**src/rtl/htw_pkg.sv**
```systemverilog
`timescale 1ns / 1ps
`default_nettype none
// Shared types and constants for the hashed timer wheel.
// No dependencies; used by htw_div and hashed_timer_wheel_core.
package htw_pkg;

	localparam int TIMEOUT_W   = 24;
	localparam int TICK_W      = 16;
	localparam int SLOTS_CFG_W = 9;
	localparam int CFG_W       = 16;
	localparam int CFG_IDX_W   = 1;
	localparam int DIVIDEND_W  = 25;
	localparam int DIVISOR_W   = 16;
	localparam int DIV_CNT_W   = 5;

	localparam logic [1:0] KIND_START   = 2'd0;
	localparam logic [1:0] KIND_RESTART = 2'd1;
	localparam logic [1:0] KIND_CANCEL  = 2'd2;
	localparam logic [1:0] KIND_TICK    = 2'd3;

	localparam logic [CFG_IDX_W-1:0] REG_TICK_MS      = 1'd0;
	localparam logic [CFG_IDX_W-1:0] REG_SLOTS_IN_USE = 1'd1;

	localparam logic [TICK_W-1:0]      TICK_MS_RESET = 16'd100;
	localparam logic [SLOTS_CFG_W-1:0] SLOTS_RESET   = 9'd256;

	typedef struct packed {
		logic [1:0]           kind;
		logic [5:0]           timer_id;
		logic [TIMEOUT_W-1:0] delay_ms;
	} in_t;

	typedef struct packed {
		logic [5:0] expired_timer;
		logic       last_expired;
	} out_t;

	typedef struct packed {
		logic                  start;
		logic [DIVIDEND_W-1:0] dividend;
		logic [DIVISOR_W-1:0]  divisor;
	} div_req_t;

	typedef struct packed {
		logic                  busy;
		logic                  done;
		logic [DIVIDEND_W-1:0] quotient;
		logic [DIVISOR_W-1:0]  remainder;
	} div_rsp_t;

	typedef enum logic [4:0] {
		ST_IDLE,
		ST_CLEAR,
		ST_U_RD,
		ST_U_ID,
		ST_U_P,
		ST_U_N,
		ST_MOD_GO,
		ST_MOD_WAIT,
		ST_TDIV_GO,
		ST_TDIV_WAIT,
		ST_SLOT,
		ST_I_RD,
		ST_I_HEAD,
		ST_I_PREV,
		ST_T_RD,
		ST_T_HEAD,
		ST_T_WALK
	} state_t;

endpackage
`default_nettype wire

```
**src/rtl/htw_ram.sv**
```systemverilog
`timescale 1ns / 1ps
`default_nettype none
// Generic simple dual-port RAM: one write port, one registered read port.
// No dependencies.
module htw_ram #(
	parameter int WIDTH = 8,
	parameter int DEPTH = 16
) (
	input  wire logic                     clk,
	input  wire logic                     we,
	input  wire logic [$clog2(DEPTH)-1:0] waddr,
	input  wire logic [WIDTH-1:0]         wdata,
	input  wire logic [$clog2(DEPTH)-1:0] raddr,
	output logic      [WIDTH-1:0]         rdata
);

	logic [WIDTH-1:0] mem [DEPTH];

	always_ff @(posedge clk) begin
		if (we) begin
			mem[waddr] <= wdata;
		end
		rdata <= mem[raddr];
	end

endmodule
`default_nettype wire

```
**src/rtl/htw_div.sv**
```systemverilog
`timescale 1ns / 1ps
`default_nettype none
// Restoring divider, one quotient bit per cycle.
// Depends on htw_pkg for operand widths and the request/response structs.
module htw_div (
	input  wire logic              clk,
	input  wire logic              arst_n,
	input  wire htw_pkg::div_req_t req,
	output htw_pkg::div_rsp_t      rsp
);

	logic [htw_pkg::DIVIDEND_W-1:0] quo_q;
	logic [htw_pkg::DIVISOR_W-1:0]  rem_q;
	logic [htw_pkg::DIVISOR_W-1:0]  dvs_q;
	logic [htw_pkg::DIV_CNT_W-1:0]  cnt_q;
	logic                           busy_q;
	logic                           done_q;
	logic [htw_pkg::DIVISOR_W:0]    trial;
	logic [htw_pkg::DIVISOR_W:0]    diff;
	logic                           ge;

	always_comb begin
		trial = {rem_q, quo_q[htw_pkg::DIVIDEND_W-1]};
		ge    = trial >= {1'b0, dvs_q};
		diff  = trial - {1'b0, dvs_q};
	end

	always_ff @(posedge clk or negedge arst_n) begin
		if (!arst_n) begin
			busy_q <= 1'b0;
			done_q <= 1'b0;
			cnt_q  <= '0;
		end else if (req.start) begin
			busy_q <= 1'b1;
			done_q <= 1'b0;
			cnt_q  <= htw_pkg::DIV_CNT_W'(htw_pkg::DIVIDEND_W);
		end else if (busy_q) begin
			cnt_q <= cnt_q - 1'b1;
			if (cnt_q == htw_pkg::DIV_CNT_W'(1)) begin
				busy_q <= 1'b0;
				done_q <= 1'b1;
			end
		end else begin
			done_q <= 1'b0;
		end
	end

	always_ff @(posedge clk) begin
		if (req.start) begin
			quo_q <= req.dividend;
			rem_q <= '0;
			dvs_q <= req.divisor;
		end else if (busy_q) begin
			quo_q <= {quo_q[htw_pkg::DIVIDEND_W-2:0], ge};
			rem_q <= ge ? diff[htw_pkg::DIVISOR_W-1:0] : trial[htw_pkg::DIVISOR_W-1:0];
		end
	end

	assign rsp.busy      = busy_q;
	assign rsp.done      = done_q;
	assign rsp.quotient  = quo_q;
	assign rsp.remainder = rem_q;

endmodule
`default_nettype wire

```
**src/rtl/hashed_timer_wheel_core.sv**
```systemverilog
`timescale 1ns / 1ps
`default_nettype none
// Top level of the hashed timer wheel: sequencer over the slot head RAM and timer RAM.
// Depends on htw_pkg, htw_ram and htw_div.
//
//  channel | signals                      | direction
//  --------+------------------------------+----------
//  in      | in_valid, in_stall, in_data  | command in
//  out     | out_valid, out_stall, out_data | expiry out
//  cfg     | cfg_we, cfg_index, cfg_wdata | register write
//
// After reset the slot head RAM is swept to empty; in_stall stays high meanwhile.
// Cancel of a linked timer unlinks it (unlink walks the neighbors); otherwise cancel does nothing.
// Start/restart run a 25-step divide of the timeout, then the insert; the timer is
// unlinked first when linked, and the current slot is reduced by a further divide when
// it is not below slots_in_use after slots_in_use shrank.
// A tick (after the same slot reduction) emits one expiry per timer in the current slot; out_stall holds the walk.
// One item is worked on at a time; the output register holds a result under out_stall.
module hashed_timer_wheel_core #(
	parameter int SLOTS  = 256,
	parameter int TIMERS = 64
) (
	input  wire logic                            clk,
	input  wire logic                            arst_n,
	input  wire logic                            in_valid,
	output logic                                 in_stall,
	input  wire htw_pkg::in_t                    in_data,
	output logic                                 out_valid,
	input  wire logic                            out_stall,
	output htw_pkg::out_t                        out_data,
	input  wire logic                            cfg_we,
	input  wire logic [htw_pkg::CFG_IDX_W-1:0]   cfg_index,
	input  wire logic [htw_pkg::CFG_W-1:0]       cfg_wdata
);

	localparam int SLOT_W = $clog2(SLOTS);
	localparam int CNT_W  = $clog2(SLOTS + 1);
	localparam int TID_W  = $clog2(TIMERS);
	localparam int LINK_W = TID_W + 1;
	localparam int TE_W   = 2 * LINK_W + SLOT_W;
	localparam int NX_LSB = LINK_W + SLOT_W;
	localparam int PV_LSB = SLOT_W;
	localparam logic [LINK_W-1:0] NIL = {1'b1, {TID_W{1'b0}}};

	htw_pkg::state_t state_q, state_d;

	logic [htw_pkg::TICK_W-1:0]      tick_q;
	logic [htw_pkg::SLOTS_CFG_W-1:0] slots_q;
	logic [SLOT_W-1:0]               cur_q;
	logic [SLOT_W-1:0]               curm_q;
	logic [SLOT_W-1:0]               off_q;
	logic [SLOT_W-1:0]               dst_q;
	logic [SLOT_W-1:0]               clr_q;
	logic [1:0]                      kind_q;
	logic [TID_W-1:0]                tid_q;
	logic [htw_pkg::TIMEOUT_W-1:0]   timeout_q;
	logic [LINK_W-1:0]               up_q, un_q, h_q, node_q;
	logic [SLOT_W-1:0]               us_q;
	logic [TIMERS-1:0]               linked_q;
	logic                            out_valid_q;
	htw_pkg::out_t                   out_q;

	logic                 hd_we;
	logic [SLOT_W-1:0]    hd_waddr, hd_raddr;
	logic [LINK_W-1:0]    hd_wdata, hd_rdata;
	logic                 tm_we;
	logic [TID_W-1:0]     tm_waddr, tm_raddr;
	logic [TE_W-1:0]      tm_wdata, tm_rdata;

	htw_pkg::div_req_t div_req;
	htw_pkg::div_rsp_t div_rsp;

	logic                  in_acc, id_ok, out_free, out_load, last_node;
	logic [TID_W-1:0]      in_tid;
	logic [CNT_W-1:0]      n_used;
	logic [31:0]           n_ext;
	logic                  cur_small;
	logic [LINK_W-1:0]     rd_next, rd_prev;
	logic [SLOT_W-1:0]     rd_slot;
	logic [htw_pkg::DIVIDEND_W-1:0] num, offr;
	logic [htw_pkg::TICK_W-1:0]     tick_eff;
	logic [SLOT_W-1:0]     off_sat;
	logic [SLOT_W:0]       dst_sum;
	logic [SLOT_W-1:0]     dst_wrap;
	logic [SLOT_W:0]       cur_inc;
	logic [SLOT_W-1:0]     cur_next;

	// effective slot count and operand preparation
	always_comb begin
		if (slots_q == '0) begin
			n_ext = 32'd1;
		end else if (32'(slots_q) > 32'(SLOTS)) begin
			n_ext = 32'(SLOTS);
		end else begin
			n_ext = 32'(slots_q);
		end
		n_used    = n_ext[CNT_W-1:0];
		cur_small = 32'(cur_q) < n_ext;
		tick_eff  = (tick_q == '0) ? htw_pkg::TICK_W'(1) : tick_q;
		num       = {1'b0, timeout_q} + htw_pkg::DIVIDEND_W'(tick_eff)
		            - htw_pkg::DIVIDEND_W'(1);
		offr      = (div_rsp.quotient == '0) ? '0
		            : div_rsp.quotient - htw_pkg::DIVIDEND_W'(1);
		off_sat   = (32'(offr) > n_ext - 32'd1) ? SLOT_W'(n_ext - 32'd1) : SLOT_W'(offr);
		dst_sum   = {1'b0, curm_q} + {1'b0, off_q};
		dst_wrap  = (32'(dst_sum) >= n_ext) ? SLOT_W'(32'(dst_sum) - n_ext) : dst_sum[SLOT_W-1:0];
		cur_inc   = {1'b0, curm_q} + (SLOT_W+1)'(1);
		cur_next  = (32'(cur_inc) == n_ext) ? '0 : cur_inc[SLOT_W-1:0];
		rd_next   = tm_rdata[NX_LSB +: LINK_W];
		rd_prev   = tm_rdata[PV_LSB +: LINK_W];
		rd_slot   = tm_rdata[SLOT_W-1:0];
		in_tid    = in_data.timer_id[TID_W-1:0];
		id_ok     = 32'(in_data.timer_id) < 32'(TIMERS);
		in_acc    = in_valid && !in_stall;
		out_free  = !out_valid_q || !out_stall;
		last_node = rd_next[TID_W];
	end

	assign in_stall  = (state_q != htw_pkg::ST_IDLE);
	assign out_valid = out_valid_q;
	assign out_data  = out_q;

	// next state
	always_comb begin
		state_d = state_q;
		unique case (state_q)
			htw_pkg::ST_IDLE: begin
				if (in_acc) begin
					if (in_data.kind == htw_pkg::KIND_TICK) begin
						state_d = htw_pkg::ST_MOD_GO;
					end else if (id_ok) begin
						if (linked_q[in_tid]) begin
							state_d = htw_pkg::ST_U_RD;
						end else if (in_data.kind != htw_pkg::KIND_CANCEL) begin
							state_d = htw_pkg::ST_MOD_GO;
						end
					end
				end
			end
			htw_pkg::ST_CLEAR: begin
				if (clr_q == SLOT_W'(SLOTS - 1)) state_d = htw_pkg::ST_IDLE;
			end
			htw_pkg::ST_U_RD: state_d = htw_pkg::ST_U_ID;
			htw_pkg::ST_U_ID: state_d = htw_pkg::ST_U_P;
			htw_pkg::ST_U_P:  state_d = htw_pkg::ST_U_N;
			htw_pkg::ST_U_N: begin
				state_d = (kind_q == htw_pkg::KIND_CANCEL) ? htw_pkg::ST_IDLE
				          : htw_pkg::ST_MOD_GO;
			end
			htw_pkg::ST_MOD_GO: begin
				if (!cur_small) begin
					state_d = htw_pkg::ST_MOD_WAIT;
				end else if (kind_q == htw_pkg::KIND_TICK) begin
					state_d = htw_pkg::ST_T_RD;
				end else begin
					state_d = htw_pkg::ST_TDIV_GO;
				end
			end
			htw_pkg::ST_MOD_WAIT: begin
				if (div_rsp.done) begin
					state_d = (kind_q == htw_pkg::KIND_TICK) ? htw_pkg::ST_T_RD
					          : htw_pkg::ST_TDIV_GO;
				end
			end
			htw_pkg::ST_TDIV_GO: state_d = htw_pkg::ST_TDIV_WAIT;
			htw_pkg::ST_TDIV_WAIT: begin
				if (div_rsp.done) state_d = htw_pkg::ST_SLOT;
			end
			htw_pkg::ST_SLOT:   state_d = htw_pkg::ST_I_RD;
			htw_pkg::ST_I_RD:   state_d = htw_pkg::ST_I_HEAD;
			htw_pkg::ST_I_HEAD: state_d = htw_pkg::ST_I_PREV;
			htw_pkg::ST_I_PREV: state_d = htw_pkg::ST_IDLE;
			htw_pkg::ST_T_RD:   state_d = htw_pkg::ST_T_HEAD;
			htw_pkg::ST_T_HEAD: begin
				state_d = hd_rdata[TID_W] ? htw_pkg::ST_IDLE : htw_pkg::ST_T_WALK;
			end
			htw_pkg::ST_T_WALK: begin
				if (out_free && last_node) state_d = htw_pkg::ST_IDLE;
			end
			default: state_d = htw_pkg::ST_IDLE;
		endcase
	end

	// memory and unit controls
	always_comb begin
		hd_we    = 1'b0;
		hd_waddr = curm_q;
		hd_wdata = NIL;
		hd_raddr = curm_q;
		tm_we    = 1'b0;
		tm_waddr = tid_q;
		tm_wdata = tm_rdata;
		tm_raddr = tid_q;
		out_load = 1'b0;
		div_req.start    = 1'b0;
		div_req.dividend = htw_pkg::DIVIDEND_W'(cur_q);
		div_req.divisor  = htw_pkg::DIVISOR_W'(n_used);
		unique case (state_q)
			htw_pkg::ST_CLEAR: begin
				hd_we    = 1'b1;
				hd_waddr = clr_q;
			end
			htw_pkg::ST_U_ID: begin
				if (!rd_prev[TID_W]) begin
					tm_raddr = rd_prev[TID_W-1:0];
				end else begin
					hd_we    = 1'b1;
					hd_waddr = rd_slot;
					hd_wdata = rd_next;
				end
			end
			htw_pkg::ST_U_P: begin
				tm_raddr = un_q[TID_W-1:0];
				if (!up_q[TID_W]) begin
					tm_we    = 1'b1;
					tm_waddr = up_q[TID_W-1:0];
					tm_wdata[NX_LSB +: LINK_W] = un_q;
				end
			end
			htw_pkg::ST_U_N: begin
				if (!un_q[TID_W]) begin
					tm_we    = 1'b1;
					tm_waddr = un_q[TID_W-1:0];
					tm_wdata[PV_LSB +: LINK_W] = up_q;
				end
			end
			htw_pkg::ST_MOD_GO: begin
				div_req.start = !cur_small;
			end
			htw_pkg::ST_TDIV_GO: begin
				div_req.start    = 1'b1;
				div_req.dividend = num;
				div_req.divisor  = tick_eff;
			end
			htw_pkg::ST_I_RD: begin
				hd_raddr = dst_q;
			end
			htw_pkg::ST_I_HEAD: begin
				hd_we    = 1'b1;
				hd_waddr = dst_q;
				hd_wdata = {1'b0, tid_q};
				tm_we    = 1'b1;
				tm_waddr = tid_q;
				tm_wdata = {hd_rdata, NIL, dst_q};
				tm_raddr = hd_rdata[TID_W-1:0];
			end
			htw_pkg::ST_I_PREV: begin
				if (!h_q[TID_W]) begin
					tm_we    = 1'b1;
					tm_waddr = h_q[TID_W-1:0];
					tm_wdata[PV_LSB +: LINK_W] = {1'b0, tid_q};
				end
			end
			htw_pkg::ST_T_HEAD: begin
				hd_we    = 1'b1;
				tm_raddr = hd_rdata[TID_W-1:0];
			end
			htw_pkg::ST_T_WALK: begin
				tm_raddr = node_q[TID_W-1:0];
				if (out_free) begin
					out_load = 1'b1;
					if (!last_node) tm_raddr = rd_next[TID_W-1:0];
				end
			end
			default: begin
			end
		endcase
	end

	always_ff @(posedge clk or negedge arst_n) begin
		if (!arst_n) begin
			state_q     <= htw_pkg::ST_CLEAR;
			clr_q       <= '0;
			tick_q      <= htw_pkg::TICK_MS_RESET;
			slots_q     <= htw_pkg::SLOTS_RESET;
			cur_q       <= '0;
			linked_q    <= '0;
			out_valid_q <= 1'b0;
		end else begin
			state_q <= state_d;
			if (state_q == htw_pkg::ST_CLEAR) clr_q <= clr_q + 1'b1;
			if (cfg_we) begin
				unique case (cfg_index)
					htw_pkg::REG_TICK_MS:      tick_q  <= cfg_wdata;
					htw_pkg::REG_SLOTS_IN_USE: slots_q <= cfg_wdata[htw_pkg::SLOTS_CFG_W-1:0];
					default: begin
					end
				endcase
			end
			if (state_q == htw_pkg::ST_U_N) linked_q[tid_q] <= 1'b0;
			if (state_q == htw_pkg::ST_I_HEAD) linked_q[tid_q] <= 1'b1;
			if (out_load) linked_q[node_q[TID_W-1:0]] <= 1'b0;
			// advance the wheel once the current slot is drained
			if ((state_q == htw_pkg::ST_T_HEAD && hd_rdata[TID_W])
			    || (state_q == htw_pkg::ST_T_WALK && out_free && last_node)) begin
				cur_q <= cur_next;
			end
			if (out_load) begin
				out_valid_q <= 1'b1;
			end else if (!out_stall) begin
				out_valid_q <= 1'b0;
			end
		end
	end

	always_ff @(posedge clk) begin
		if (in_acc) begin
			kind_q    <= in_data.kind;
			tid_q     <= in_tid;
			timeout_q <= in_data.delay_ms;
		end
		if (state_q == htw_pkg::ST_U_ID) begin
			up_q <= rd_prev;
			un_q <= rd_next;
			us_q <= rd_slot;
		end
		if (state_q == htw_pkg::ST_MOD_GO && cur_small) curm_q <= cur_q;
		if (state_q == htw_pkg::ST_MOD_WAIT && div_rsp.done) begin
			curm_q <= div_rsp.remainder[SLOT_W-1:0];
		end
		if (state_q == htw_pkg::ST_TDIV_WAIT && div_rsp.done) off_q <= off_sat;
		if (state_q == htw_pkg::ST_SLOT) dst_q <= dst_wrap;
		if (state_q == htw_pkg::ST_I_HEAD) h_q <= hd_rdata;
		if (state_q == htw_pkg::ST_T_HEAD) node_q <= hd_rdata;
		if (state_q == htw_pkg::ST_T_WALK && out_free && !last_node) node_q <= rd_next;
		if (out_load) begin
			out_q.expired_timer <= 6'(node_q[TID_W-1:0]);
			out_q.last_expired  <= last_node;
		end
	end

	htw_ram #(
		.WIDTH (LINK_W),
		.DEPTH (SLOTS)
	) u_head_ram (
		.clk   (clk),
		.we    (hd_we),
		.waddr (hd_waddr),
		.wdata (hd_wdata),
		.raddr (hd_raddr),
		.rdata (hd_rdata)
	);

	htw_ram #(
		.WIDTH (TE_W),
		.DEPTH (TIMERS)
	) u_timer_ram (
		.clk   (clk),
		.we    (tm_we),
		.waddr (tm_waddr),
		.wdata (tm_wdata),
		.raddr (tm_raddr),
		.rdata (tm_rdata)
	);

	htw_div u_div (
		.clk    (clk),
		.arst_n (arst_n),
		.req    (div_req),
		.rsp    (div_rsp)
	);

`ifndef SYNTHESIS
	a_no_overwrite: assert property (@(posedge clk) disable iff (!arst_n)
		out_load |-> (!out_valid_q || !out_stall))
		else $error("expiry loaded over a held transfer");

	a_walk_linked: assert property (@(posedge clk) disable iff (!arst_n)
		out_load |-> linked_q[node_q[TID_W-1:0]])
		else $error("expired timer was not linked");

	a_div_idle: assert property (@(posedge clk) disable iff (!arst_n)
		div_req.start |-> !div_rsp.busy)
		else $error("divider started while busy");

	a_insert_unlinked: assert property (@(posedge clk) disable iff (!arst_n)
		(state_q == htw_pkg::ST_I_HEAD) |-> !linked_q[tid_q])
		else $error("insert of a timer that is still linked");

	a_unlink_slot: assert property (@(posedge clk) disable iff (!arst_n)
		(state_q == htw_pkg::ST_U_N) |-> (32'(us_q) < 32'(SLOTS)))
		else $error("unlinked timer had a slot outside the wheel");
`endif

endmodule
`default_nettype wire
```
**config.mk**
```make
export PLATFORM = sky130hd
export DESIGN_NAME = hashed_timer_wheel_core
export DESIGN_NICKNAME = d
export VERILOG_FILES = /design/src/rtl/htw_pkg.sv /design/src/rtl/htw_ram.sv /design/src/rtl/htw_div.sv /design/src/rtl/hashed_timer_wheel_core.sv
export SDC_FILE = /design/constraint.sdc
export NUM_CORES = 2
export LEC_CHECK = 0
export ABC_CLOCK_PERIOD_IN_PS = 18590
export BUFFER_PORTS_ARGS = -buffer_cell sky130_fd_sc_hd__buf_4
export CAP_MARGIN = 20
export CORE_MARGIN = 3
export CORE_UTILIZATION = 50
export CTS_CLUSTER_SIZE = 14
export DETAILED_ROUTE_END_ITERATION = 10
export GPL_TIMING_DRIVEN = 0
export PLACE_DENSITY = 0.74
export RECOVER_POWER = 50
export SKIP_LAST_GASP = 1
export SLEW_MARGIN = 20
export SYNTH_ARGS = -nofsm -noshare
export SYNTH_HDL_FRONTEND = slang
export SYNTH_HIERARCHICAL = 1
export SYNTH_SLANG_ARGS = --single-unit
```
**constraint.sdc**
```tcl
create_clock -name clk -period 18.59 [get_ports clk]
set_clock_uncertainty 0.2 [all_clocks]
set_input_delay 3.718 -clock clk [delete_from_list [all_inputs] [get_ports clk]]
set_output_delay 3.718 -clock clk [all_outputs]
set_load 0.02 [all_outputs]
```
After elaboration in Yosys (flattened, before gate mapping)
Memories as Yosys holds them, arrays and structs flattened. A register that Yosys moved wholly into a read port is not among the register bits. Index checks and enable logic that the tools add are counted.

Add/subtract/negate cells: 10. Order comparisons: 10. Mux-type cells: 79. Bitwise logic cells: 6. Reductions and logical operators: 31. Eq/ne operators: 31.

Operators with widths (number): 64-bit two-way mux (3); 64-bit AND (2); 64-bit NOT (2); 5-bit case mux with 16 select lines (1); 25-bit two-way mux (3); 8-bit two-way mux (8); 64-bit bitwise OR (1); 5-bit two-way mux (11); 25-bit by 1-bit subtractor with 25-bit output, second input constant (2); 6-bit two-way mux (8); 41-bit two-way mux (1); 5-bit by 4-bit equality test with 1-bit output, second input constant (8); 9-bit by 32-bit equality test with 1-bit output (1); 9-bit by 32-bit >= comparator with 1-bit output (1); 25-bit by 32-bit greater-than comparator with 1-bit output (1); 8-bit by 32-bit < comparator with 1-bit output (1); 16-bit two-way mux (2); 32-bit by 1-bit subtractor with 32-bit output, second input constant (1); 7-bit two-way mux (4); 7-bit case mux with 2 select lines (2); 24-bit by 16-bit adder with 25-bit output (1); 25-bit logical NOT (1); 6-bit case mux with 4 select lines (1); 8-bit case mux with 3 select lines (1); 43 further kinds (100).

Logic and storage cells: 195. Input bits: 54. Memories: 2. Register bits after elaboration: 265. Bits in writable memories: 3200. Output and inout port bits: 9.

Memories: u_head_ram.mem (words 256, width 7, rd ports 1, clocked after memory_dff 1, wr ports 1, line htw_ram.sv:17) `logic [WIDTH-1:0] mem [DEPTH];`; u_timer_ram.mem (words 64, width 22, rd ports 1, clocked after memory_dff 1, wr ports 1, line htw_ram.sv:17).

Logic depth before layout (Yosys ltp)
Depth in word-level cells: 11. Mapped depth: 19. Gate-level depth less buffers: 18.

Cells and area by module
Netlist, hierarchy kept.

Modules (own cells, without submodules): htw_ram (u_head_ram) (sequential area each 53951.7 um^2, area each 70197.3 um^2, cells an instance 3381, instances 1); htw_ram (u_timer_ram) (sequential area each 42721.0 um^2, area each 54260.8 um^2, cells an instance 2349, instances 1); hashed_timer_wheel_core (sequential area each 5486.5 um^2, area each 13915.8 um^2, cells an instance 1520, instances 1); htw_div (sequential area each 1726.7 um^2, area each 3602.2 um^2, cells an instance 324, instances 1).

Worst setup path after synthesis
No wires, ideal clock.

Path type: register to register. From: register state_q[3]. To: memory u_head_ram/mem[0][6] in the netlist's numbering (data pin). Path buffers: 4. Required time: 16.813 ns. Library setup time: 1.577 ns. Cell stages (with the launch flop): 9. Slack: 8.231 ns. Period minus slack after synthesis: 10.359 ns. Arrival: 8.582 ns. Cells stage by stage: dfrtp_1 > clkbuf_1 > or2_2 > clkbuf_1 > nor3_1 > and2_1 > clkbuf_1 > clkbuf_1 > a21oi_1.

Cells in the longest elaborated chain, start to end: 2. Elaborated cells on any way between the ends: 3. Classes of those cells: eq/ne: 2; mux: 1.

RTL lines: start, declared (line hashed_timer_wheel_core.sv:45) `htw_pkg::state_t state_q, state_d;`; start signal, assigned (line hashed_timer_wheel_core.sv:272) `state_q <= htw_pkg::ST_CLEAR;`; start signal, assigned (line hashed_timer_wheel_core.sv:280) `state_q <= state_d;`; 5-bit by 4-bit equality test with 1-bit output / 5-bit by 2-bit equality test with 1-bit output (equally long branches) (line hashed_timer_wheel_core.sv:198) `unique case (state_q)`; 7-bit case mux with 2 select lines (*) (line hashed_timer_wheel_core.sv:198); named net hd_wdata[6] (line hashed_timer_wheel_core.sv:65) `logic [LINK_W-1:0] hd_wdata, hd_rdata;`; end, declared (line htw_ram.sv:17).

Mark *: on every way through the listed nets, which the timed path passes. The rest lies on a longest branch.

Worst setup path in the final report
From: register state_q[0]. To: memory u_head_ram/mem[185][4] in the netlist's numbering (data pin).

The elaborated chain is that of the path after synthesis.

==> results.txt <==
----------------------------------------------------
[Run status]
  Status ... complete, but fails checks
  Failing checks ... antenna rules, capacitance limit, slew limit

[Detailed routing]
  Antenna-violating nets left ... 1
  First-pass iteration count of the detailed router ... 10
  Vias ... approximately 80k
  Remaining design rule violation count ... 0
  Number of design-rule violations left by the first detailed-router iteration ... approximately 12k
  Routed WL ... 403000 µm
  Post-DR wirelength/cell ... 33.1 µm
  Vias per cell ... around 6.6

[Setup path]
  Largest fanout on the critical path ... around 60
  Worst path slowest cell ... sky130_fd_sc_hd__clkbuf_1
  Number of cells on the worst reg-to-reg path ... 10
  Data required, critical path ... between 15 and 20 ns
  Top cell family by delay on the critical path ... buffers and inverters
  Setup slack of the worst register-to-register path ... between 8 and 9 ns
  Capture instance of the worst register-to-register path ... u_head_ram/mem[185][4]
  Critical path's most frequent cell ... sky130_fd_sc_hd__clkbuf_1
  Worst Path Buf+Inv ... 6
  Capturing element type of the critical path ... register
  Data arrival, critical path ... 10.52 ns
  Start-to-end type of the worst setup path ... reg -> reg
  Nature of the critical path startpoint ... register
  Path length in cells of the critical path ... 10
  Startpoint of the worst register-to-register path ... state_q[0]
  Max incr delay on CP ... roughly 2.3 ns
  Critical path launch point ... state_q[0]
  Cells along the critical path ... clkbuf_1 > nand2_1 > nor3_1 > and2_0 > clkbuf_1 > clkbuf_1 > a22o_1 > clkbuf_1 > clkbuf_1 > clkbuf_1

[Layout]
  Area added between synthesis and finish ... 13.4%
  # nets final ... between 8k and 9k
  Total non-filler cell area in the finished layout ... 161000 µm²
  Highest-count cells in the layout ignoring fill and taps ... 3331 x sky130_fd_sc_hd__edfxtp_1, 752 x sky130_fd_sc_hd__mux4_2, 441 x sky130_fd_sc_hd__nor2_1
  Most common cell after layout, fill and taps aside ... sky130_fd_sc_hd__edfxtp_1
  Share of cells above drive strength 1 ... 0.212

[Power and ir drop]
  Power Density ... 138 nW/µm²
  Worst vdd rail ir drop ... ~110 µV
  Sw frac ... 0.313
  Relative contribution of the clock network to total power ... 0.312
  Combinational share of power ... 0.246
  Sw Pwr ... 6960 µW
  Seq pwr share ... 0.442
  Static Leak ... 0.0508 µW
  Cell-internal power ... approximately 15000 µW

[CTS]
  Number of buffers added to fix hold violations after cts ... 0
  CTS tree ... yes
  Clock transition at path regs ... around 0.06 ns
  Count of instances resized after the clock tree is built ... 0
  CTS max path bufs ... 4
  Root buffer cell ... sky130_fd_sc_hd__clkbuf_16
  Skew-Pair Late Insertion Delay ... approximately 0.95 ns
  Inserted Clock Buffers ... about 350
  Setup Fix Bufs, Post-CTS ... 0
  Number of levels in the clock H-tree ... 5
  Clock Sink Count ... approximately 3.5k

[Timing]
  Setup-failing EPs final ... 0
  Setup TNS ... 0 ns
  Max-slew violation count ... 2625
  Period utilization ... 0.564
  Relative slew slack ... -1.76
  Final critical path time including I/O delays and setup ... approximately 10 ns
  Achievable Freq ... between 90 and 100 MHz
  Number of hold-slack violations in the final timing report ... 0
  Slew of the pin with the lowest slew margin ... between 4 and 5 ns
  Unrepaired setup endpoints after global routing ... no

[Global routing]
  Antenna violations before repair ... 13
  Global-route wire length before repair ... 573000 µm
  Total track usage ... 0.272
  Largest net degree at the start of global routing ... 85
  Gr ovfl total ... 0
  Vias in the first global route ... 79.4k

[Die]
  Die outline height ... 539 µm
  Boundary pin count ... between 60 and 70
  Num rows ... 195
  X dimension of the die ... around 540 µm
  Die area ... slightly below 300000 µm²
  Core area ... 282000 µm²
  Initial core utilization ... 0.503

[Job]
  Max-cap check violation count ... 52

[Place]
  Final weighted congestion in routability-driven placement ... 0.999
  Buffers added on ports ... 62
  Area after DPL ... between 150000 and 200000 µm²
  Final HPWL DP ... between 200000 and 300000 µm

[Min path]
  Min-Delay Startpoint ... clr_q[7]
  Tightest Hold Check Type ... reg -> reg
  Worst min-delay path endpoint ... clr_q[7]
  Number of cells traversed by the worst hold path ... 1

[Synth]
  Cells after Synth ... approximately 7.6k
  Cell area after technology mapping ... 142000 µm²
  Synth warn ... 6
  Syn Area/Cell ... roughly 19 µm²

----------------------------------------------------
-- area by class of cell --
cell class / instances / area (µm²)
antenna: 22 / 55.1
buffer: 415 / 2380
clock buffer: 422 / 9090
clock inverter: 206 / 2180
fill: 20100 / 121000
inverter: 145 / 544
multi-input combinational: 3533 / 35800
sequential: 3494 / 104000
tap: 3743 / 4680
timing repair buffer: 198 / 2380
-- worst max-delay path by stage --
stage	to	slack, ns
2_1_floorplan	u_head_ram/mem[0][6]	8.23
3_3_place_gp	u_head_ram/mem[62][6]	0.27
3_5_place_dp	u_timer_ram/rdata[0]	10.09
4_1_cts	u_timer_ram/rdata[0]	11.04
5_1_grt	u_head_ram/mem[185][4]	7.69
6_report	u_head_ram/mem[185][4]	8.10
-- registers in the layout (all words and copies together) (netlist names), 6 cells and up --
register           flops
u_head_ram/mem      1792
u_timer_ram/mem     1408
linked_q              64
u_div/quo_q           25
timeout_q             24
u_timer_ram/rdata     22
tick_q                16
u_div/dvs_q           16
u_div/rem_q           16
slots_q                9
clr_q                  8
cur_q                  8
curm_q                 8
dst_q                  8
off_q                  8
h_q                    7
out_data               7
u_head_ram/rdata       7
un_q                   7
up_q                   7
node_q                 6
tid_q                  6
-- worst reg2reg max path: cells and delay by family (launching register included) --
kind | cells | cell delay (ns)
flops | 1 | 0.52
compound gates | 1 | 0.92
buf+inv | 6 | 6.69
simple gates | 3 | 1.36
-- power by group through the flow --
stage / sequential [µW] / clock (µW) / combinational, µW
after floorplan: 9880 / 0 / 3220
after global placement: 10000 / 0 / 5000
after detailed placement: 9880 / 0 / 5400
after CTS: 9720 / 7000 / 5470
after global routing: 9830 / 7310 / 5670
final: 9810 / 6930 / 5470
-- through the flow --
step           std cells  power, µW  utilization  hold WS, ns  worst slack [ns]
6_report           12200      22200        0.570        0.297              8.10
5_1_grt            12200      22800        0.570        0.323              7.69
4_1_cts            12200      22200        0.574        0.302             11.04
3_5_place_dp       11500      15300        0.534        0.285             10.09
3_3_place_gp       11400      15000        0.521        0.286             0.269
2_1_floorplan       7587      13100            -        0.224              8.23
-- layer usage --
| metal | routed length [µm] | GRT usage |
|---|---|---|
| met3 | 50200 | 0.0770 |
| met4 | 25900 | 0.144 |
| met1 | 140000 | 0.352 |
| met2 | 186000 | 0.422 |
| met5 | 224 | 0.00362 |
Note: power is estimated with default switching activity, not from simulation.
